## src/sv/gtr_pkg.sv

```systemverilog
`timescale 1ns / 1ps
// ----------------------------------------------------------------------------
// gtr_pkg: shared types and constants of the glyph text rasterizer
// Holds the configuration and result beat types, the register indexes,
// the character codes and the 5x7 glyph column table.
// ----------------------------------------------------------------------------
package gtr_pkg;

  localparam int CFG_IDX_W  = 3;
  localparam int CFG_DATA_W = 16;

  localparam logic [CFG_IDX_W-1:0] REG_SCALE = 3'd0;
  localparam logic [CFG_IDX_W-1:0] REG_WRAP  = 3'd1;
  localparam logic [CFG_IDX_W-1:0] REG_FG    = 3'd2;
  localparam logic [CFG_IDX_W-1:0] REG_BG    = 3'd3;
  localparam logic [CFG_IDX_W-1:0] REG_BG_EN = 3'd4;

  localparam logic [7:0] CODE_NL    = 8'd10;
  localparam logic [7:0] CODE_CR    = 8'd13;
  localparam logic [7:0] CODE_FIRST = 8'd32;
  localparam logic [7:0] CODE_LAST  = 8'd126;
  localparam logic [7:0] CODE_QMARK = 8'd63;

  localparam int GLYPH_COLS  = 5;
  localparam int GLYPH_ROWS  = 7;
  localparam int ROM_DEPTH   = 475;
  localparam int ROM_ADDR_W  = 9;

  typedef struct packed {
    logic [5:0]  scale;
    logic        wrap_en;
    logic [15:0] fg;
    logic [15:0] bg;
    logic        bg_en;
  } cfg_t;

  typedef struct packed {
    logic        draw;
    logic [8:0]  rect_x;
    logic [8:0]  rect_y;
    logic [5:0]  rect_w;
    logic [5:0]  rect_h;
    logic [15:0] color;
    logic [7:0]  advance;
    logic        last;
  } beat_t;

  localparam logic [6:0] GLYPH_ROM [0:ROM_DEPTH-1] = '{
    7'h00,7'h00,7'h00,7'h00,7'h00, 7'h00,7'h00,7'h5F,7'h00,7'h00,
    7'h00,7'h07,7'h00,7'h07,7'h00, 7'h14,7'h7F,7'h14,7'h7F,7'h14,
    7'h24,7'h2A,7'h7F,7'h2A,7'h12, 7'h23,7'h13,7'h08,7'h64,7'h62,
    7'h36,7'h49,7'h55,7'h22,7'h50, 7'h00,7'h05,7'h03,7'h00,7'h00,
    7'h00,7'h1C,7'h22,7'h41,7'h00, 7'h00,7'h41,7'h22,7'h1C,7'h00,
    7'h14,7'h08,7'h3E,7'h08,7'h14, 7'h08,7'h08,7'h3E,7'h08,7'h08,
    7'h00,7'h50,7'h30,7'h00,7'h00, 7'h08,7'h08,7'h08,7'h08,7'h08,
    7'h00,7'h60,7'h60,7'h00,7'h00, 7'h20,7'h10,7'h08,7'h04,7'h02,
    7'h3E,7'h51,7'h49,7'h45,7'h3E, 7'h00,7'h42,7'h7F,7'h40,7'h00,
    7'h42,7'h61,7'h51,7'h49,7'h46, 7'h21,7'h41,7'h45,7'h4B,7'h31,
    7'h18,7'h14,7'h12,7'h7F,7'h10, 7'h27,7'h45,7'h45,7'h45,7'h39,
    7'h3C,7'h4A,7'h49,7'h49,7'h30, 7'h01,7'h71,7'h09,7'h05,7'h03,
    7'h36,7'h49,7'h49,7'h49,7'h36, 7'h06,7'h49,7'h49,7'h29,7'h1E,
    7'h00,7'h36,7'h36,7'h00,7'h00, 7'h00,7'h56,7'h36,7'h00,7'h00,
    7'h08,7'h14,7'h22,7'h41,7'h00, 7'h14,7'h14,7'h14,7'h14,7'h14,
    7'h00,7'h41,7'h22,7'h14,7'h08, 7'h02,7'h01,7'h51,7'h09,7'h06,
    7'h32,7'h49,7'h79,7'h41,7'h3E, 7'h7E,7'h11,7'h11,7'h11,7'h7E,
    7'h7F,7'h49,7'h49,7'h49,7'h36, 7'h3E,7'h41,7'h41,7'h41,7'h22,
    7'h7F,7'h41,7'h41,7'h22,7'h1C, 7'h7F,7'h49,7'h49,7'h49,7'h41,
    7'h7F,7'h09,7'h09,7'h09,7'h01, 7'h3E,7'h41,7'h49,7'h49,7'h7A,
    7'h7F,7'h08,7'h08,7'h08,7'h7F, 7'h00,7'h41,7'h7F,7'h41,7'h00,
    7'h20,7'h40,7'h41,7'h3F,7'h01, 7'h7F,7'h08,7'h14,7'h22,7'h41,
    7'h7F,7'h40,7'h40,7'h40,7'h40, 7'h7F,7'h02,7'h0C,7'h02,7'h7F,
    7'h7F,7'h04,7'h08,7'h10,7'h7F, 7'h3E,7'h41,7'h41,7'h41,7'h3E,
    7'h7F,7'h09,7'h09,7'h09,7'h06, 7'h3E,7'h41,7'h51,7'h21,7'h5E,
    7'h7F,7'h09,7'h19,7'h29,7'h46, 7'h46,7'h49,7'h49,7'h49,7'h31,
    7'h01,7'h01,7'h7F,7'h01,7'h01, 7'h3F,7'h40,7'h40,7'h40,7'h3F,
    7'h1F,7'h20,7'h40,7'h20,7'h1F, 7'h3F,7'h40,7'h38,7'h40,7'h3F,
    7'h63,7'h14,7'h08,7'h14,7'h63, 7'h07,7'h08,7'h70,7'h08,7'h07,
    7'h61,7'h51,7'h49,7'h45,7'h43, 7'h00,7'h7F,7'h41,7'h41,7'h00,
    7'h02,7'h04,7'h08,7'h10,7'h20, 7'h00,7'h41,7'h41,7'h7F,7'h00,
    7'h04,7'h02,7'h01,7'h02,7'h04, 7'h40,7'h40,7'h40,7'h40,7'h40,
    7'h00,7'h01,7'h02,7'h04,7'h00, 7'h20,7'h54,7'h54,7'h54,7'h78,
    7'h7F,7'h48,7'h44,7'h44,7'h38, 7'h38,7'h44,7'h44,7'h44,7'h20,
    7'h38,7'h44,7'h44,7'h48,7'h7F, 7'h38,7'h54,7'h54,7'h54,7'h18,
    7'h08,7'h7E,7'h09,7'h01,7'h02, 7'h0C,7'h52,7'h52,7'h52,7'h3E,
    7'h7F,7'h08,7'h04,7'h04,7'h78, 7'h00,7'h44,7'h7D,7'h40,7'h00,
    7'h20,7'h40,7'h44,7'h3D,7'h00, 7'h7F,7'h10,7'h28,7'h44,7'h00,
    7'h00,7'h41,7'h7F,7'h40,7'h00, 7'h7C,7'h04,7'h18,7'h04,7'h78,
    7'h7C,7'h08,7'h04,7'h04,7'h78, 7'h38,7'h44,7'h44,7'h44,7'h38,
    7'h7C,7'h14,7'h14,7'h14,7'h08, 7'h08,7'h14,7'h14,7'h14,7'h7C,
    7'h7C,7'h08,7'h04,7'h04,7'h08, 7'h48,7'h54,7'h54,7'h54,7'h20,
    7'h04,7'h3F,7'h44,7'h40,7'h20, 7'h3C,7'h40,7'h40,7'h20,7'h7C,
    7'h1C,7'h20,7'h40,7'h20,7'h1C, 7'h3C,7'h40,7'h30,7'h40,7'h3C,
    7'h44,7'h28,7'h10,7'h28,7'h44, 7'h0C,7'h50,7'h50,7'h50,7'h3C,
    7'h44,7'h64,7'h54,7'h4C,7'h44, 7'h00,7'h08,7'h36,7'h41,7'h00,
    7'h00,7'h00,7'h7F,7'h00,7'h00, 7'h00,7'h41,7'h36,7'h08,7'h00,
    7'h10,7'h08,7'h08,7'h10,7'h08
  };

endpackage

```

## src/sv/gtr_in_if.sv

```systemverilog
`timescale 1ns / 1ps
// ----------------------------------------------------------------------------
// gtr_in_if: input channel of the glyph text rasterizer
// Carries one character or set-cursor item per beat.
// ----------------------------------------------------------------------------
interface gtr_in_if;
  logic        valid;
  logic        ready;
  logic        kind;
  logic [7:0]  char_code;
  logic [15:0] new_x;
  logic [15:0] new_y;

  modport source (output valid, kind, char_code, new_x, new_y, input ready);
  modport sink   (input valid, kind, char_code, new_x, new_y, output ready);
endinterface

```

## src/sv/gtr_out_if.sv

```systemverilog
`timescale 1ns / 1ps
// ----------------------------------------------------------------------------
// gtr_out_if: result channel of the glyph text rasterizer
// Carries one clipped square or one terminator per beat.
// ----------------------------------------------------------------------------
interface gtr_out_if;
  logic        valid;
  logic        ready;
  logic        draw;
  logic [8:0]  rect_x;
  logic [8:0]  rect_y;
  logic [5:0]  rect_w;
  logic [5:0]  rect_h;
  logic [15:0] color;
  logic [7:0]  advance;
  logic        last;

  modport source (output valid, draw, rect_x, rect_y, rect_w, rect_h, color, advance, last,
                  input ready);
  modport sink   (input valid, draw, rect_x, rect_y, rect_w, rect_h, color, advance, last,
                  output ready);
endinterface

```

## src/sv/gtr_glyph_rom.sv

```systemverilog
`timescale 1ns / 1ps
// ----------------------------------------------------------------------------
// gtr_glyph_rom: glyph column table with registered read
// Returns one 7-bit glyph column, bit 0 the top row, registered on rd.
// ----------------------------------------------------------------------------
module gtr_glyph_rom (
  input  logic                              clk,
  input  logic                              rd,
  input  logic [gtr_pkg::ROM_ADDR_W-1:0]    addr,
  output logic [gtr_pkg::GLYPH_ROWS-1:0]    data
);

  always_ff @(posedge clk) begin
    if (rd) begin
      data <= gtr_pkg::GLYPH_ROM[addr];
    end
  end

endmodule

```

## src/sv/gtr_clip.sv

```systemverilog
`timescale 1ns / 1ps
// ----------------------------------------------------------------------------
// gtr_clip: shared square clip unit
// Tests a square corner against the screen and trims its size to the edges.
// ----------------------------------------------------------------------------
module gtr_clip #(
  parameter int SCREEN_WIDTH  = 480,
  parameter int SCREEN_HEIGHT = 320,
  parameter int PXW           = 10,
  parameter int PYW           = 10
) (
  input  logic [PXW-1:0] px,
  input  logic [PYW-1:0] py,
  input  logic [5:0]     scale,
  output logic           on_screen,
  output logic [5:0]     w,
  output logic [5:0]     h
);

  logic [PXW-1:0] dx;
  logic [PYW-1:0] dy;

  always_comb begin
    on_screen = (px < PXW'(SCREEN_WIDTH)) && (py < PYW'(SCREEN_HEIGHT));
    dx = PXW'(SCREEN_WIDTH) - px;
    dy = PYW'(SCREEN_HEIGHT) - py;
    w  = (dx < PXW'(scale)) ? 6'(dx) : scale;
    h  = (dy < PYW'(scale)) ? 6'(dy) : scale;
  end

endmodule

```

## src/sv/gtr_raster.sv

```systemverilog
`timescale 1ns / 1ps
// ----------------------------------------------------------------------------
// gtr_raster: cursor and glyph walk sequencer
// Keeps the cursor, wraps, walks glyphs one square per cycle unless stalled.
// ----------------------------------------------------------------------------
module gtr_raster #(
  parameter int SCREEN_WIDTH  = 480,
  parameter int SCREEN_HEIGHT = 320,
  parameter int MAX_SCALE     = 32
) (
  input  logic          clk,
  input  logic          rst,
  input  gtr_pkg::cfg_t cfg,
  input  logic          in_valid,
  output logic          in_ready,
  input  logic          in_kind,
  input  logic [7:0]    in_char_code,
  input  logic [15:0]   in_new_x,
  input  logic [15:0]   in_new_y,
  input  logic          out_free,
  output logic          emit,
  output gtr_pkg::beat_t beat
);

  localparam int PXW = $clog2(SCREEN_WIDTH + gtr_pkg::GLYPH_COLS * MAX_SCALE + 1);
  localparam int PYW = $clog2(SCREEN_HEIGHT + gtr_pkg::GLYPH_ROWS * MAX_SCALE + 1);

  localparam logic [2:0] S_IDLE  = 3'd0;
  localparam logic [2:0] S_WRAP  = 3'd1;
  localparam logic [2:0] S_CHECK = 3'd2;
  localparam logic [2:0] S_DRAW  = 3'd3;
  localparam logic [2:0] S_TERM  = 3'd4;

  localparam logic [2:0] COL_LAST_GLYPH = 3'(gtr_pkg::GLYPH_COLS - 1);
  localparam logic [2:0] COL_SPACE      = 3'(gtr_pkg::GLYPH_COLS);
  localparam logic [2:0] ROW_LAST       = 3'(gtr_pkg::GLYPH_ROWS - 1);

  localparam logic [gtr_pkg::ROM_ADDR_W-1:0] ROM_ONE =
    {{(gtr_pkg::ROM_ADDR_W-1){1'b0}}, 1'b1};

  logic [2:0]  state, state_next;
  logic [15:0] cx, cx_next;
  logic [15:0] cy, cy_next;
  logic [gtr_pkg::ROM_ADDR_W-1:0] rom_addr, rom_addr_next;
  logic [2:0]  col, col_next;
  logic [2:0]  row, row_next;
  logic [PXW-1:0] px, px_next;
  logic [PYW-1:0] py, py_next;
  logic [7:0]  adv, adv_next;

  logic [7:0]  cw;
  logic [15:0] step_y;
  logic [7:0]  code;
  logic [6:0]  glyph_idx;
  logic [gtr_pkg::ROM_ADDR_W-1:0] base;
  logic        rom_rd;
  logic [gtr_pkg::ROM_ADDR_W-1:0] rom_rd_addr;
  logic [gtr_pkg::GLYPH_ROWS-1:0] rom_bits;
  logic        clip_on;
  logic [5:0]  clip_w, clip_h;
  logic        spacing, bit_set, want, go, col_done;

  gtr_glyph_rom u_rom (
    .clk  (clk),
    .rd   (rom_rd),
    .addr (rom_rd_addr),
    .data (rom_bits)
  );

  gtr_clip #(
    .SCREEN_WIDTH  (SCREEN_WIDTH),
    .SCREEN_HEIGHT (SCREEN_HEIGHT),
    .PXW           (PXW),
    .PYW           (PYW)
  ) u_clip (
    .px        (px),
    .py        (py),
    .scale     (cfg.scale),
    .on_screen (clip_on),
    .w         (clip_w),
    .h         (clip_h)
  );

  always_comb begin
    cw     = ({2'b00, cfg.scale} << 2) + ({2'b00, cfg.scale} << 1);
    step_y = {7'd0, cfg.scale, 3'b000};
    code   = ((in_char_code < gtr_pkg::CODE_FIRST) || (in_char_code > gtr_pkg::CODE_LAST))
             ? gtr_pkg::CODE_QMARK : in_char_code;
    glyph_idx = 7'(code - gtr_pkg::CODE_FIRST);
    base   = {glyph_idx, 2'b00} + {2'b00, glyph_idx};

    spacing = (col == COL_SPACE);
    bit_set = !spacing && rom_bits[row];
    want    = bit_set || cfg.bg_en;
    col_done = (col == COL_SPACE) || ((col == COL_LAST_GLYPH) && !cfg.bg_en);

    in_ready = (state == S_IDLE);
    emit     = 1'b0;
    beat     = '0;
    rom_rd   = 1'b0;
    rom_rd_addr = rom_addr;
    go       = 1'b0;

    state_next    = state;
    cx_next       = cx;
    cy_next       = cy;
    rom_addr_next = rom_addr;
    col_next      = col;
    row_next      = row;
    px_next       = px;
    py_next       = py;
    adv_next      = adv;

    unique case (state)
      S_IDLE: begin
        if (in_valid) begin
          if (in_kind) begin
            cx_next = in_new_x;
            cy_next = in_new_y;
          end else if (in_char_code == gtr_pkg::CODE_CR) begin
            adv_next   = '0;
            state_next = S_TERM;
          end else if (in_char_code == gtr_pkg::CODE_NL) begin
            cx_next    = '0;
            cy_next    = cy + step_y;
            adv_next   = '0;
            state_next = S_TERM;
          end else begin
            rom_addr_next = base;
            state_next    = S_WRAP;
          end
        end
      end
      S_WRAP: begin
        if (cfg.wrap_en && (({1'b0, cx} + {9'd0, cw}) > 17'(SCREEN_WIDTH))) begin
          cx_next = '0;
          cy_next = cy + step_y;
        end
        state_next = S_CHECK;
      end
      S_CHECK: begin
        if ((cx < 16'(SCREEN_WIDTH)) && (cy < 16'(SCREEN_HEIGHT))) begin
          px_next    = PXW'(cx);
          py_next    = PYW'(cy);
          col_next   = '0;
          row_next   = '0;
          rom_rd     = 1'b1;
          state_next = S_DRAW;
        end else begin
          adv_next   = '0;
          state_next = S_TERM;
        end
      end
      S_DRAW: begin
        emit = want && clip_on;
        beat.draw   = 1'b1;
        beat.rect_x = 9'(px);
        beat.rect_y = 9'(py);
        beat.rect_w = clip_w;
        beat.rect_h = clip_h;
        beat.color  = bit_set ? cfg.fg : cfg.bg;
        go = !emit || out_free;
        if (go) begin
          if (row == ROW_LAST) begin
            row_next = '0;
            py_next  = PYW'(cy);
            if (col_done) begin
              adv_next   = cw;
              state_next = S_TERM;
            end else begin
              col_next = col + 3'd1;
              px_next  = px + PXW'(cfg.scale);
              if (col != COL_LAST_GLYPH) begin
                rom_rd        = 1'b1;
                rom_rd_addr   = rom_addr + ROM_ONE;
                rom_addr_next = rom_addr + ROM_ONE;
              end
            end
          end else begin
            row_next = row + 3'd1;
            py_next  = py + PYW'(cfg.scale);
          end
        end
      end
      S_TERM: begin
        emit = 1'b1;
        beat.advance = adv;
        beat.last    = 1'b1;
        if (out_free) begin
          cx_next    = cx + {8'd0, adv};
          state_next = S_IDLE;
        end
      end
      default: begin
        state_next = S_IDLE;
      end
    endcase
  end

  always_ff @(posedge clk) begin
    if (rst) begin
      state <= S_IDLE;
      cx    <= '0;
      cy    <= '0;
    end else begin
      state <= state_next;
      cx    <= cx_next;
      cy    <= cy_next;
    end
  end

  always_ff @(posedge clk) begin
    rom_addr <= rom_addr_next;
    col      <= col_next;
    row      <= row_next;
    px       <= px_next;
    py       <= py_next;
    adv      <= adv_next;
  end

endmodule

```

## src/sv/glyph_text_rasterizer.sv

```systemverilog
`timescale 1ns / 1ps
// ----------------------------------------------------------------------------
// glyph_text_rasterizer: 5x7 bitmap font text renderer
// Turns characters into clipped, magnified squares and keeps a text cursor.
// ----------------------------------------------------------------------------
//  channel  dir  handshake      beat
//  in_ch    in   valid/ready    kind, char_code, new_x, new_y
//  out_ch   out  valid/ready    draw, rect_x/y/w/h, color, advance, last
//  cfg      in   cfg_we only    cfg_index, cfg_data
//
//  A set-cursor beat is taken while idle; carriage return and newline go on
//  to the terminator. A printable character passes the accept, wrap and bounds
//  check states, then one glyph square per cycle while out_ch is free through
//  the shared clip unit (35, or 42 with background), then the terminator.
//  in_ch.ready is high only while the sequencer is idle.
//  A stalled out_ch holds the sequencer on the square it is about to emit.
//  Reset clears the cursor and loads the register defaults.
// ----------------------------------------------------------------------------
module glyph_text_rasterizer #(
  parameter int SCREEN_WIDTH  = 480,
  parameter int SCREEN_HEIGHT = 320,
  parameter int MAX_SCALE     = 32
) (
  input  logic                               clk,
  input  logic                               rst,
  gtr_in_if.sink                             in_ch,
  gtr_out_if.source                          out_ch,
  input  logic                               cfg_we,
  input  logic [gtr_pkg::CFG_IDX_W-1:0]      cfg_index,
  input  logic [gtr_pkg::CFG_DATA_W-1:0]     cfg_data
);

  gtr_pkg::cfg_t  cfg;
  gtr_pkg::beat_t beat;
  gtr_pkg::beat_t out_beat;
  logic           out_valid;
  logic           out_free;
  logic           emit;
  logic [5:0]     scale_wr;

  gtr_raster #(
    .SCREEN_WIDTH  (SCREEN_WIDTH),
    .SCREEN_HEIGHT (SCREEN_HEIGHT),
    .MAX_SCALE     (MAX_SCALE)
  ) u_raster (
    .clk          (clk),
    .rst          (rst),
    .cfg          (cfg),
    .in_valid     (in_ch.valid),
    .in_ready     (in_ch.ready),
    .in_kind      (in_ch.kind),
    .in_char_code (in_ch.char_code),
    .in_new_x     (in_ch.new_x),
    .in_new_y     (in_ch.new_y),
    .out_free     (out_free),
    .emit         (emit),
    .beat         (beat)
  );

  always_comb begin
    scale_wr = cfg_data[5:0];
    if (scale_wr == 6'd0) begin
      scale_wr = 6'd1;
    end else if (scale_wr > 6'(MAX_SCALE)) begin
      scale_wr = 6'(MAX_SCALE);
    end
  end

  always_ff @(posedge clk) begin
    if (rst) begin
      cfg.scale   <= 6'd1;
      cfg.wrap_en <= 1'b1;
      cfg.fg      <= 16'hFFFF;
      cfg.bg      <= 16'h0000;
      cfg.bg_en   <= 1'b0;
    end else if (cfg_we) begin
      unique case (cfg_index)
        gtr_pkg::REG_SCALE: cfg.scale   <= scale_wr;
        gtr_pkg::REG_WRAP:  cfg.wrap_en <= cfg_data[0];
        gtr_pkg::REG_FG:    cfg.fg      <= cfg_data;
        gtr_pkg::REG_BG:    cfg.bg      <= cfg_data;
        gtr_pkg::REG_BG_EN: cfg.bg_en   <= cfg_data[0];
        default: ;
      endcase
    end
  end

  assign out_free = !out_valid || out_ch.ready;

  always_ff @(posedge clk) begin
    if (rst) begin
      out_valid <= 1'b0;
    end else if (emit && out_free) begin
      out_valid <= 1'b1;
    end else if (out_ch.ready) begin
      out_valid <= 1'b0;
    end
  end

  always_ff @(posedge clk) begin
    if (emit && out_free) begin
      out_beat <= beat;
    end
  end

  assign out_ch.valid   = out_valid;
  assign out_ch.draw    = out_beat.draw;
  assign out_ch.rect_x  = out_beat.rect_x;
  assign out_ch.rect_y  = out_beat.rect_y;
  assign out_ch.rect_w  = out_beat.rect_w;
  assign out_ch.rect_h  = out_beat.rect_h;
  assign out_ch.color   = out_beat.color;
  assign out_ch.advance = out_beat.advance;
  assign out_ch.last    = out_beat.last;

endmodule

```

## src/flat_wrapper.sv

```systemverilog
// flat-port wrapper written by rule: the top's interface ports become plain ports
module glyph_text_rasterizer_flat 
#(
  parameter int SCREEN_WIDTH  = 480,
  parameter int SCREEN_HEIGHT = 320,
  parameter int MAX_SCALE     = 32
)
  (clk, rst, cfg_we, cfg_index, cfg_data, in_ch_valid, in_ch_kind, in_ch_char_code, in_ch_new_x, in_ch_new_y, in_ch_ready, out_ch_valid, out_ch_draw, out_ch_rect_x, out_ch_rect_y, out_ch_rect_w, out_ch_rect_h, out_ch_color, out_ch_advance, out_ch_last, out_ch_ready);
  gtr_in_if in_ch_i ();
  gtr_out_if out_ch_i ();
  input  logic clk;
  input  logic rst;
  input  logic cfg_we;
  input  logic [gtr_pkg::CFG_IDX_W-1:0] cfg_index;
  input  logic [gtr_pkg::CFG_DATA_W-1:0] cfg_data;
  input wire logic [$bits(in_ch_i.valid)-1:0] in_ch_valid;
  input wire logic [$bits(in_ch_i.kind)-1:0] in_ch_kind;
  input wire logic [$bits(in_ch_i.char_code)-1:0] in_ch_char_code;
  input wire logic [$bits(in_ch_i.new_x)-1:0] in_ch_new_x;
  input wire logic [$bits(in_ch_i.new_y)-1:0] in_ch_new_y;
  output wire logic [$bits(in_ch_i.ready)-1:0] in_ch_ready;
  output wire logic [$bits(out_ch_i.valid)-1:0] out_ch_valid;
  output wire logic [$bits(out_ch_i.draw)-1:0] out_ch_draw;
  output wire logic [$bits(out_ch_i.rect_x)-1:0] out_ch_rect_x;
  output wire logic [$bits(out_ch_i.rect_y)-1:0] out_ch_rect_y;
  output wire logic [$bits(out_ch_i.rect_w)-1:0] out_ch_rect_w;
  output wire logic [$bits(out_ch_i.rect_h)-1:0] out_ch_rect_h;
  output wire logic [$bits(out_ch_i.color)-1:0] out_ch_color;
  output wire logic [$bits(out_ch_i.advance)-1:0] out_ch_advance;
  output wire logic [$bits(out_ch_i.last)-1:0] out_ch_last;
  input wire logic [$bits(out_ch_i.ready)-1:0] out_ch_ready;
  assign in_ch_i.valid = in_ch_valid;
  assign in_ch_i.kind = in_ch_kind;
  assign in_ch_i.char_code = in_ch_char_code;
  assign in_ch_i.new_x = in_ch_new_x;
  assign in_ch_i.new_y = in_ch_new_y;
  assign in_ch_ready = in_ch_i.ready;
  assign out_ch_valid = out_ch_i.valid;
  assign out_ch_draw = out_ch_i.draw;
  assign out_ch_rect_x = out_ch_i.rect_x;
  assign out_ch_rect_y = out_ch_i.rect_y;
  assign out_ch_rect_w = out_ch_i.rect_w;
  assign out_ch_rect_h = out_ch_i.rect_h;
  assign out_ch_color = out_ch_i.color;
  assign out_ch_advance = out_ch_i.advance;
  assign out_ch_last = out_ch_i.last;
  assign out_ch_i.ready = out_ch_ready;
  glyph_text_rasterizer #(.SCREEN_WIDTH(SCREEN_WIDTH), .SCREEN_HEIGHT(SCREEN_HEIGHT), .MAX_SCALE(MAX_SCALE)) u_core (.clk(clk), .rst(rst), .in_ch(in_ch_i), .out_ch(out_ch_i), .cfg_we(cfg_we), .cfg_index(cfg_index), .cfg_data(cfg_data));
endmodule
```

## config.mk

```make
export PLATFORM = sky130hd
export DESIGN_NAME = glyph_text_rasterizer_flat
export DESIGN_NICKNAME = d
export VERILOG_FILES = /design/src/sv/gtr_pkg.sv /design/src/sv/gtr_in_if.sv /design/src/sv/gtr_out_if.sv /design/src/sv/gtr_glyph_rom.sv /design/src/sv/gtr_clip.sv /design/src/sv/gtr_raster.sv /design/src/sv/glyph_text_rasterizer.sv /design/src/flat_wrapper.sv
export SDC_FILE = /design/constraint.sdc
export NUM_CORES = 1
export LEC_CHECK = 0
export ABC_AREA = 1
export BUFFER_PORTS_ARGS = -buffer_cell sky130_fd_sc_hd__buf_2
export CAP_MARGIN = 10
export CORE_MARGIN = 2
export CORE_UTILIZATION = 60
export CTS_CLUSTER_DIAMETER = 30
export DETAILED_ROUTE_END_ITERATION = 6
export PLACE_DENSITY = 0.88
export SETUP_SLACK_MARGIN = 0.02
export SLEW_MARGIN = 20
export SYNTH_ARGS = -nofsm -noshare
export SYNTH_HDL_FRONTEND = slang
export SYNTH_SLANG_ARGS = --single-unit
```

## constraint.sdc

```tcl
create_clock -name clk -period 5.85 [get_ports clk]
set_clock_uncertainty 0.15 [all_clocks]
set_input_delay 0.8775 -clock clk [delete_from_list [all_inputs] [get_ports clk]]
set_output_delay 0.8775 -clock clk [all_outputs]
set_load 0.005 [all_outputs]
```

# After elaboration in Yosys (flattened, before gate mapping)
# Memory sizes are Yosys's and may differ from the RTL's. A register that Yosys moved wholly into a read port is not among the register bits.
# Cells that the tools add are included.
[word_totals]
regBits = 175
rom_bits = 3584
in_bits = 65
output_inout_bits = 58
memories = 1
[memory_table]
columns = ["memory", "depth", "word_bits", "read_ports", "rd_clocked_by_memory_dff", "write_ports", "line_no", "text"]
rows = [
  ["(no name shown)", 512, 7, 1, 1, 0, "gtr_glyph_rom.sv:15", "data <= gtr_pkg::GLYPH_ROM[addr];"],
]
[classes]
n_addsub = 13
order_cmp = 11
n_eq_ne = 29
n_mux = 78
bitwise = 1
reduce_logical = 37
[ops]
columns = ["op", "count"]
rows = [
  ["$mux W16", 12],
  ["$mux W9", 9],
  ["$mux W10", 7],
  ["$mux W8", 8],
  ["$pmux W16 S3", 1],
  ["$mux W47", 1],
  ["$mux W3", 15],
  ["$pmux W10 S2", 2],
  ["$lt A16 B9 Y1 const B", 2],
  ["$pmux W16 S2", 1],
  ["$mux W6", 4],
  ["$pmux W8 S3", 1],
  ["$ne A2 B2 Y1 const B", 11],
  ["$add A10 B6 Y10", 2],
  ["$lt A10 B6 Y1", 2],
  ["$lt A10 B9 Y1 const B", 2],
  ["$sub A9 B10 Y10 const A", 2],
  ["$pmux W9 S2", 1],
  ["$add A16 B8 Y17", 1],
  ["$gt A17 B9 Y1 const B", 1],
  ["$add A16 B8 Y16", 1],
  ["$add A16 B9 Y16", 1],
  ["$eq A8 B4 Y1 const B", 2],
  ["$eq A3 B3 Y1 const B", 5],
  ["other kinds (34)", 75],
]

# Logic depth before layout (Yosys ltp)
# Gate-level depths: netlist of the first run.
[depth]
depth_word = 10
depth_mapped = 27
ltp_nobuf = 27

# Modules after synthesis
# A second synthesis of the first run with hierarchy kept.
[unflattened]
cells_unflattened = 2315
area_unflattened_um2 = 14936.8
[by_module_without_submodules]
columns = ["module", "n_inst", "cells_each", "area_each_um2"]
rows = [
  ["gtr_raster", 1, 1111, 7028.0],
  ["gtr_glyph_rom", 1, 776, 3634.7],
  ["glyph_text_rasterizer", 1, 253, 3320.7],
  ["gtr_clip", 1, 175, 953.4],
]

# Least setup slack after synthesis of the first run
# Ideal clock, no wire load.
[synth_timing]
path_type = "register -> register"
startpoint = "register u_core.u_raster.state[1]"
endpoint = "register u_core.out_beat (netlist bit u_core.out_ch.advance[1]), enable pin"
setup_time_ns = 0.487
arrival_time_ns = 4.019
slack_ns = 1.194
stages_incl_launch_ff = 9
path_buffers = 2
synth_period_minus_slack_ns = 4.656
path_cell_list = "dfxtp_1 -> inv_1 -> nor2_1 -> inv_1 -> nor2_1 -> buf_2 -> clkbuf_1 -> nand3_1 -> a21oi_1"
[synth_between]
elab_chain_cells = 3
word_cells_on_any_way = 4
classes_between = "2 x eq/ne; 1 x mux; 1 x reduce/logical"
[synth_lines]
columns = ["item", "line_no", "text"]
rows = [
  ["start: declaration", "gtr_raster.sv:41", "logic [2:0] state, state_next;"],
  ["start signal: assignment", "gtr_raster.sv:206", "state <= state_next;"],
  ["$eq A3 B3 Y1 / $eq A3 B2 Y1 (equally long branches)", "gtr_raster.sv:114", "unique case (state)"],
  ["$pmux W1 S2 (*)", "gtr_raster.sv:114", ""],
  ["$logic_and A1 B1 Y1 (*)", "glyph_text_rasterizer.sv:101", "if (emit && out_free) begin"],
  ["end signal: assignment", "glyph_text_rasterizer.sv:102", "out_beat <= beat;"],
  ["end: declaration", "glyph_text_rasterizer.sv:35", "gtr_pkg::beat_t out_beat;"],
]
# Every way passes the cells marked *; elsewhere a longest branch is shown, timed or not.
# A chain may end at the register's enable or synchronous reset.

# Final worst setup path of the first run
[layout_timing]
startpoint = "register u_core.cfg[34] (netlist name)"
endpoint = "register u_core.u_raster.cy[3]"
[layout_between]
elab_chain_cells = 6
word_cells_on_any_way = 13
classes_between = "3 x add/sub; 1 x order compare; 1 x eq/ne; 6 x mux; 2 x reduce/logical"
[layout_lines]
columns = ["item", "line_no", "text"]
rows = [
  ["$add A8 B7 Y8", "gtr_raster.sv:85", "cw = ({2'b00, cfg.scale} << 2) + ({2'b00, cfg.scale} << 1);"],
  ["named net u_core.u_raster.cw[6]", "gtr_raster.sv:51", "logic [7:0] cw;"],
  ["$add A16 B8 Y17", "gtr_raster.sv:135", "if (cfg.wrap_en && (({1'b0, cx} + {9'd0, cw}) > 17'(SCREEN_WIDTH))) begin"],
  ["$gt A17 B9 Y1", "gtr_raster.sv:135", ""],
  ["$logic_and A1 B1 Y1", "gtr_raster.sv:135", ""],
  ["$ne A2 B2 Y1 (no line)", "-", ""],
  ["$reduce_and A5 Y1 (no line)", "-", ""],
  ["end signal: assignment", "gtr_raster.sv:208", "cy <= cy_next;"],
  ["end: declaration", "gtr_raster.sv:43", "logic [15:0] cy, cy_next;"],
]
# The timed path passes the listed nets, and every way through them passes these cells. The select of a mux whose other input is x is not followed.

==> flow_metrics.env, run 1 <==
export IMPL_outcome="finished, final reports clean"
export IMPL_synthTopCellsByArea="edfxtp_1 22%, nand2_1 16%, dfxtp_1 10%"
export IMPL_tightest_slew_ps=1110
export IMPL_drtAntennaViolNets=0
export IMPL_crit_chain="ha_1 -> fa_1 -> nand2_1 -> inv_1 -> o21ai_0 -> nand2_1 -> xor2_1 -> inv_1 -> ha_1 -> a21oi_1 -> a21boi_1 -> nor2_1 -> o21ai_1 -> nor2_1 -> nand2_1 -> xor2_1 -> nand4_1 -> nand3b_1 -> nand3_1 -> nand2_1 -> nand2_1 -> nand2_1 -> nand2_1 -> nor2_1"
export IMPL_power_leakage_nw=7.60
export IMPL_grt_pass1_vias=15400
export IMPL_drt_total_wl_mm=54.3
export IMPL_ys_async_sr_fraction=0
export IMPL_root_buffer="clkbuf_16"
export IMPL_cp_max_fo=27
export IMPL_startpoint_type="register"
export IMPL_synth_edff_count=104
export IMPL_avgSynthCellArea_um2=6.72
export IMPL_netlist_area_um2=14500
export IMPL_clk_pin_slew_worst_paths_ps=80
export IMPL_setup_violations=0
export IMPL_hold_slack_ps=304
export IMPL_cp_slowest_cell="nand2_1"
export IMPL_antenna_found_initial=1
export IMPL_drv_slew=0
export IMPL_ys_seq_area_frac=0.320
export IMPL_dr_pass1_iters=7
export IMPL_worstHoldPathCells=2
export IMPL_hold_buffers=0
export IMPL_finalNetCount=2368
export IMPL_die_height_um=159
export IMPL_rsz0062_at_grt="no"
export IMPL_yosysWarnings=0
export IMPL_vias_per_cell=6.37
export IMPL_crit_top_cell="nand2_1"
export IMPL_yosysTopAreaCell="edfxtp_1"
export IMPL_h_tree_depth=4
export IMPL_grt_pass1_wl_mm=84.0
export IMPL_startpoint="u_core.cfg[34]$_SDFFE_PP1P_"
export IMPL_wire_per_inst_um=21.3
export IMPL_yosysMostFrequentCell="nand2_1"
export IMPL_cp_arrival_ps=5250
export IMPL_synth_main_ff_cell="edfxtp_1"
export IMPL_irDropWorstVdd_uv=665
export IMPL_placed_cell_area_um2=15200
export IMPL_worstSetupPathType="reg2reg"
export IMPL_drive_above_1_share=0.107
export IMPL_hold_violations=0
export IMPL_num_io_pins=123
export IMPL_synthDistinctLibCells=59
export IMPL_fp_coreArea_um2=23600
export IMPL_dieArea_um2=25400
export IMPL_syn_instance_count=2159
export IMPL_max_stage_delay_ps=590
export IMPL_finalCriticalPeriod_ps=5070
export IMPL_r2r_start="u_core.cfg[34]$_SDFFE_PP1P_"
export IMPL_yosysTopAreaCellShare=0.215
export IMPL_worstSetupEndpoint="u_core.u_raster.cy[3]$_SDFFE_PP0P_"
export IMPL_slew_limit_headroom=0.255
export IMPL_rr_worst_depth=24
export IMPL_die_x_um=159
export IMPL_gp_congestion=1.17
export IMPL_cts_buffers=17
export IMPL_num_rows=56
export IMPL_cts_setup_buffers=0
export IMPL_required_ps=6030
export IMPL_hp_class="reg2reg"
export IMPL_synth_commonest_cells="613 x nand2_1, 225 x inv_1, 220 x nor2_1, 186 x nand3_1, 140 x a21oi_1"
export IMPL_dp_cells=2524
export IMPL_worst_setup_path_end_kind="register"
export IMPL_io_buffers=121
export IMPL_design_area_um2=15800
export IMPL_r2r_slack_ps=780
export IMPL_overflow=0
export IMPL_grt_max_degree=65
export IMPL_tns_ps=0
export IMPL_drt_iter0_markers=2709
export IMPL_drc_errors=0
export IMPL_final_cells=2557
export IMPL_pwr_density_cell_nw_per_um2=530
export IMPL_cts_tree="built"
export IMPL_clk_path_buf_depth=2
export IMPL_area_growth_pct=8.89
export IMPL_synth_nets=2303
export IMPL_insertion_delay_ps=440
export IMPL_track_usage=0.417
export IMPL_finalCritPeriodShare=0.867
export IMPL_post_cts_resized=0
export IMPL_maxCapViolCount=0
export IMPL_via_count=16300
export IMPL_hpwlAfterDp_mm=39.5
export IMPL_start_util=0.614
export IMPL_clock_sinks=180
export IMPL_hold_start="u_core.cfg[24]$_SDFFE_PP1P_"
export IMPL_ys_ff_latch=180
export IMPL_clock_fmax_ghz=0.197
export IMPL_worstReg2RegEnd="u_core.u_raster.cy[3]$_SDFFE_PP0P_"
-- flip-flops by register name, summed over array words and instances, names as in the netlist, 9 cells and up --
register	flops
u_core.out_ch.rect_y	9
u_core.cfg	40
u_core.out_ch.color	16
u_core.out_ch.rect_x	9
u_core.u_raster.rom_addr	9
u_core.u_raster.cx	16
u_core.u_raster.px	10
u_core.u_raster.py	10
u_core.u_raster.cy	16
-- where the power goes --
group          internal (mW)  total, mW  switching (mW)  leakage, nW
Sequential              1.71       2.03           0.321         1.59
Combinational           1.47       5.14            3.68         5.72
Clock                  0.581       1.19           0.608        0.291
Total                   3.76       8.36            4.60         7.60
-- metrics by stage --
step | power (mW) | util | setup slack (ps)
2_1_floorplan | 5.44 | - | 1190
3_3_place_gp | 6.83 | 0.642 | 1090
3_5_place_dp | 6.86 | 0.642 | 958
4_1_cts | 8.08 | 0.668 | 917
5_1_grt | 8.82 | 0.669 | 366
6_report | 8.36 | 0.669 | 780
-- worst min path at each step --
stage / endpoint / slack, ps
finish: u_core.cfg[24]$_SDFFE_PP1P_ / 300
global route: u_core.cfg[31]$_SDFFE_PP1P_ / 330
CTS: u_core.cfg[11]$_SDFFE_PP0P_ / 310
detailed placement: u_core.cfg[24]$_SDFFE_PP1P_ / 290
global placement: u_core.cfg[22]$_SDFFE_PP1P_ / 280
floorplan: u_core.cfg[18]$_SDFFE_PP1P_ / 270
-- cell families (layout without fill, tap and decap cells) --
group                      after synthesis  count (layout)  synth area share
DFF                                    180             180             0.320
adders and majority gates               79              79            0.0718
AOI/OAI and AO/OA                      365             365             0.138
muxes                                    1               1          0.000690
other                                    1               2          0.000259
buffers and inverters                  332             410            0.0977
and+or+nand+nor                       1163            1163             0.348
xor gates and xnor gates                38              38            0.0230
-- metal layers --
layer	global-route usage	vias to the layer above	wire, um
met2	0.653	1348	23800
met3	0.0964	284	7210
met5	0	-	0
li1	-	7261	-
met4	0.214	0	3180
met1	0.541	7402	20100
-- critical path: cells and delay by family (launching register included) --
kind	cells	cell delay (ps)
buffers and inverters	2	140
and+or+nand+nor	13	2050
xor gates and xnor gates	2	410
DFF	1	430
AOI/OAI and AO/OA	4	750
adders and majority gates	3	1030
-- cell usage in the layout (no fill, tap or decap), drive strengths merged, types with 3 or more instances in the layout --
| cell | synthesis | routed |
|---|---|---|
| xnor2 | 7 | 7 |
| a211oi | 6 | 6 |
| nand2 | 637 | 637 |
| nand4 | 35 | 35 |
| or2 | 3 | 3 |
| and2 | 4 | 4 |
| o211ai | 12 | 12 |
| inv | 241 | 245 |
| clkinv | 1 | 11 |
| nand3 | 193 | 193 |
| ha | 72 | 72 |
| o21bai | 7 | 7 |
| o21ai | 166 | 166 |
| nor3 | 29 | 29 |
| fa | 7 | 7 |
| nand3b | 23 | 23 |
| a21boi | 4 | 4 |
| a21oi | 140 | 140 |
| o22ai | 3 | 3 |
| edfxtp | 104 | 104 |
| o31ai | 8 | 8 |
| nor2 | 230 | 230 |
| clkbuf | 39 | 17 |
| buf | 51 | 136 |
| xor2 | 31 | 31 |
| a22oi | 4 | 4 |
| dfxtp | 76 | 76 |
| nor4 | 8 | 8 |
-- cell type report --
class	instances	area [um^2]
multi-input cells	1647	8490
fillers	2005	7830
flip-flops and latches	180	4640
inverters	242	920
repair buffers	136	731
clock buffers	17	425
well taps	319	399
clock inverters	15	180
diodes	1	2.50
Note: power is estimated with default switching activity, not from simulation.
==> run 2: changes to the inputs <==
BUFFER_PORTS_ARGS = -buffer_cell sky130_fd_sc_hd__buf_4   (was -buffer_cell sky130_fd_sc_hd__buf_2)
==> flow_metrics.env, run 2 (same netlist as run 1, synthesis figures left out) <==
export IMPL_rr_worst_depth=24
export IMPL_grt_max_degree=65
export IMPL_grt_pass1_vias=15300
export IMPL_area_growth_pct=11.0
export IMPL_antenna_found_initial=2
export IMPL_rsz0062_at_grt="no"
export IMPL_power_leakage_nw=7.72
export IMPL_drc_errors=3
export IMPL_cts_tree="built"
export IMPL_clk_path_buf_depth=2
export IMPL_drtAntennaViolNets=0
export IMPL_worstHoldPathCells=2
export IMPL_drt_iter0_markers=2509
export IMPL_track_usage=0.422
export IMPL_pwr_density_cell_nw_per_um2=523
export IMPL_crit_top_cell="nand2_1"
export IMPL_drive_above_1_share=0.108
export IMPL_dr_pass1_iters=7
export IMPL_irDropWorstVdd_uv=360
export IMPL_r2r_slack_ps=640
export IMPL_top_layer_used="met5"
export IMPL_crit_chain="ha_1 -> fa_1 -> nand2_1 -> inv_1 -> o21ai_0 -> nand2_1 -> xor2_1 -> inv_1 -> ha_1 -> a21oi_1 -> a21boi_1 -> nor2_1 -> o21ai_1 -> nor2_1 -> nand2_1 -> xor2_1 -> nand4_1 -> nand3b_1 -> nand3_1 -> nand2_1 -> nand2_1 -> nand2_1 -> nand2_1 -> nor2_1"
export IMPL_cts_buffers=17
export IMPL_dieArea_um2=25400
export IMPL_dp_cells=2527
export IMPL_num_rows=56
export IMPL_io_buffers=121
export IMPL_via_count=16300
export IMPL_outcome="finished with violations"
export IMPL_worstSetupPathType="reg2reg"
export IMPL_finalCritPeriodShare=0.890
export IMPL_tns_ps=0
export IMPL_root_buffer="clkbuf_16"
export IMPL_cp_slowest_cell="nand2_1"
export IMPL_cpLargestDelayFamily="simple AND/OR/NAND/NOR gates"
export IMPL_startpoint_type="register"
export IMPL_cp_max_fo=27
export IMPL_start_util=0.614
export IMPL_switching_share=0.550
export IMPL_met1Wirelength_mm=20.4
export IMPL_grt_pass1_wl_mm=84.2
export IMPL_max_stage_delay_ps=610
export IMPL_required_ps=6030
export IMPL_cp_arrival_ps=5380
export IMPL_final_cell_mix="613 x nand2_1, 224 x inv_1, 218 x nor2_1, 185 x nand3_1"
export IMPL_dr_wl_met3_mm=6.95
export IMPL_hp_class="reg2reg"
export IMPL_num_io_pins=123
export IMPL_critPathBufInv=2
export IMPL_final_common_cell="nand2_1"
export IMPL_pwr_share_clk=0.141
export IMPL_p_total_mw=8.42
export IMPL_drv_slew=0
export IMPL_violations="DRC"
export IMPL_p_switching_mw=4.63
export IMPL_overflow=0
export IMPL_hold_slack_ps=308
export IMPL_hpwlAfterDp_mm=39.6
export IMPL_largest_register_ffs=40
export IMPL_largest_register="u_core.cfg"
export IMPL_worstSetupEndpoint="u_core.u_raster.cy[9]$_SDFFE_PP0P_"
export IMPL_die_height_um=159
export IMPL_comb_power_share=0.619
export IMPL_nFillCells=1872
export IMPL_p_int_mw=3.79
export IMPL_hold_buffers=0
export IMPL_wl_met2_mm=24.4
export IMPL_maxCapViolCount=0
export IMPL_cts_setup_buffers=0
export IMPL_hold_violations=0
export IMPL_tightest_slew_ps=1140
export IMPL_gp_congestion=1.11
export IMPL_post_cts_resized=0
export IMPL_clock_sinks=180
export IMPL_fp_coreArea_um2=23600
export IMPL_seqPwrFrac=0.240
export IMPL_setup_violations=0
export IMPL_insertion_delay_ps=450
export IMPL_startpoint="u_core.cfg[35]$_SDFFE_PP0P_"
export IMPL_placed_cell_area_um2=15500
export IMPL_slew_limit_headroom=0.237
export IMPL_crit_cells=24
export IMPL_worst_setup_path_end_kind="register"
export IMPL_design_area_um2=16100
export IMPL_drt_total_wl_mm=55.1
export IMPL_wire_per_inst_um=21.5
export IMPL_vias_per_cell=6.38
export IMPL_r2r_start="u_core.cfg[35]$_SDFFE_PP0P_"
export IMPL_finalNetCount=2371
export IMPL_h_tree_depth=4
export IMPL_clock_fmax_ghz=0.192
export IMPL_final_cells=2560
export IMPL_clk_pin_slew_worst_paths_ps=70
export IMPL_finalCriticalPeriod_ps=5210
export IMPL_die_x_um=159
export IMPL_worstReg2RegEnd="u_core.u_raster.cy[9]$_SDFFE_PP0P_"
## run 2: cell types whose count changed in the layout (fill, tap and decap cells not counted)
cell,before,now
buf_4,14,139
inv_12,1,0
buf_12,1,0
buf_2,121,0
clkinv_8,5,6
## run 2: cell type report
class | instances | area, um^2 | share of cell area
antenna | 1 | 2.50 | 0.000155
clock buffer | 17 | 425 | 0.0264
clock inverter | 15 | 180 | 0.0112
inverter | 242 | 920 | 0.0571
multi-input combinational | 1647 | 8490 | 0.527
sequential | 180 | 4640 | 0.288
tap | 319 | 399 | 0.0248
timing repair buffer | 139 | 1040 | 0.0648
## run 2: routing by layer
| layer | global-route usage | vias to the layer above |
|---|---|---|
| li1 | - | 7269 |
| met1 | 0.539 | 7436 |
| met2 | 0.673 | 1343 |
| met3 | 0.101 | 275 |
| met4 | 0.204 | 2 |
| met5 | 0 | - |
## run 2: metrics by stage
stage                     setup slack [ps]  utilization
after floorplan                       1190            -
after global placement                1060        0.656
after detailed placement               804        0.656
after CTS                              763        0.681
after global routing                   434        0.682
final                                  642        0.682
## run 2: tightest hold or removal path, stage by stage, from the launching register on
cell and delay (ps):
dfxtp_1 320, nand2_1 50, nand3_1 60
## run 2: power by group through the flow
| stage | clock, mW | combinational, mW | sequential (mW) |
|---|---|---|---|
| after floorplan | 0 | 3.53 | 1.91 |
| after global placement | 0 | 4.85 | 2.00 |
| after detailed placement | 0 | 4.87 | 2.02 |
| after CTS | 1.18 | 4.93 | 2.00 |
| after global routing | 1.24 | 5.57 | 2.04 |
| final | 1.19 | 5.21 | 2.02 |
## run 2: worst min path at each step
stage | from | end
after floorplan | u_core.cfg[18]$_SDFFE_PP1P_ | u_core.cfg[18]$_SDFFE_PP1P_
after global placement | u_core.cfg[30]$_SDFFE_PP1P_ | u_core.cfg[30]$_SDFFE_PP1P_
after detailed placement | u_core.cfg[20]$_SDFFE_PP1P_ | u_core.cfg[20]$_SDFFE_PP1P_
after CTS | u_core.cfg[20]$_SDFFE_PP1P_ | u_core.cfg[20]$_SDFFE_PP1P_
after global routing | u_core.cfg[20]$_SDFFE_PP1P_ | u_core.cfg[20]$_SDFFE_PP1P_
final | u_core.cfg[20]$_SDFFE_PP1P_ | u_core.cfg[20]$_SDFFE_PP1P_
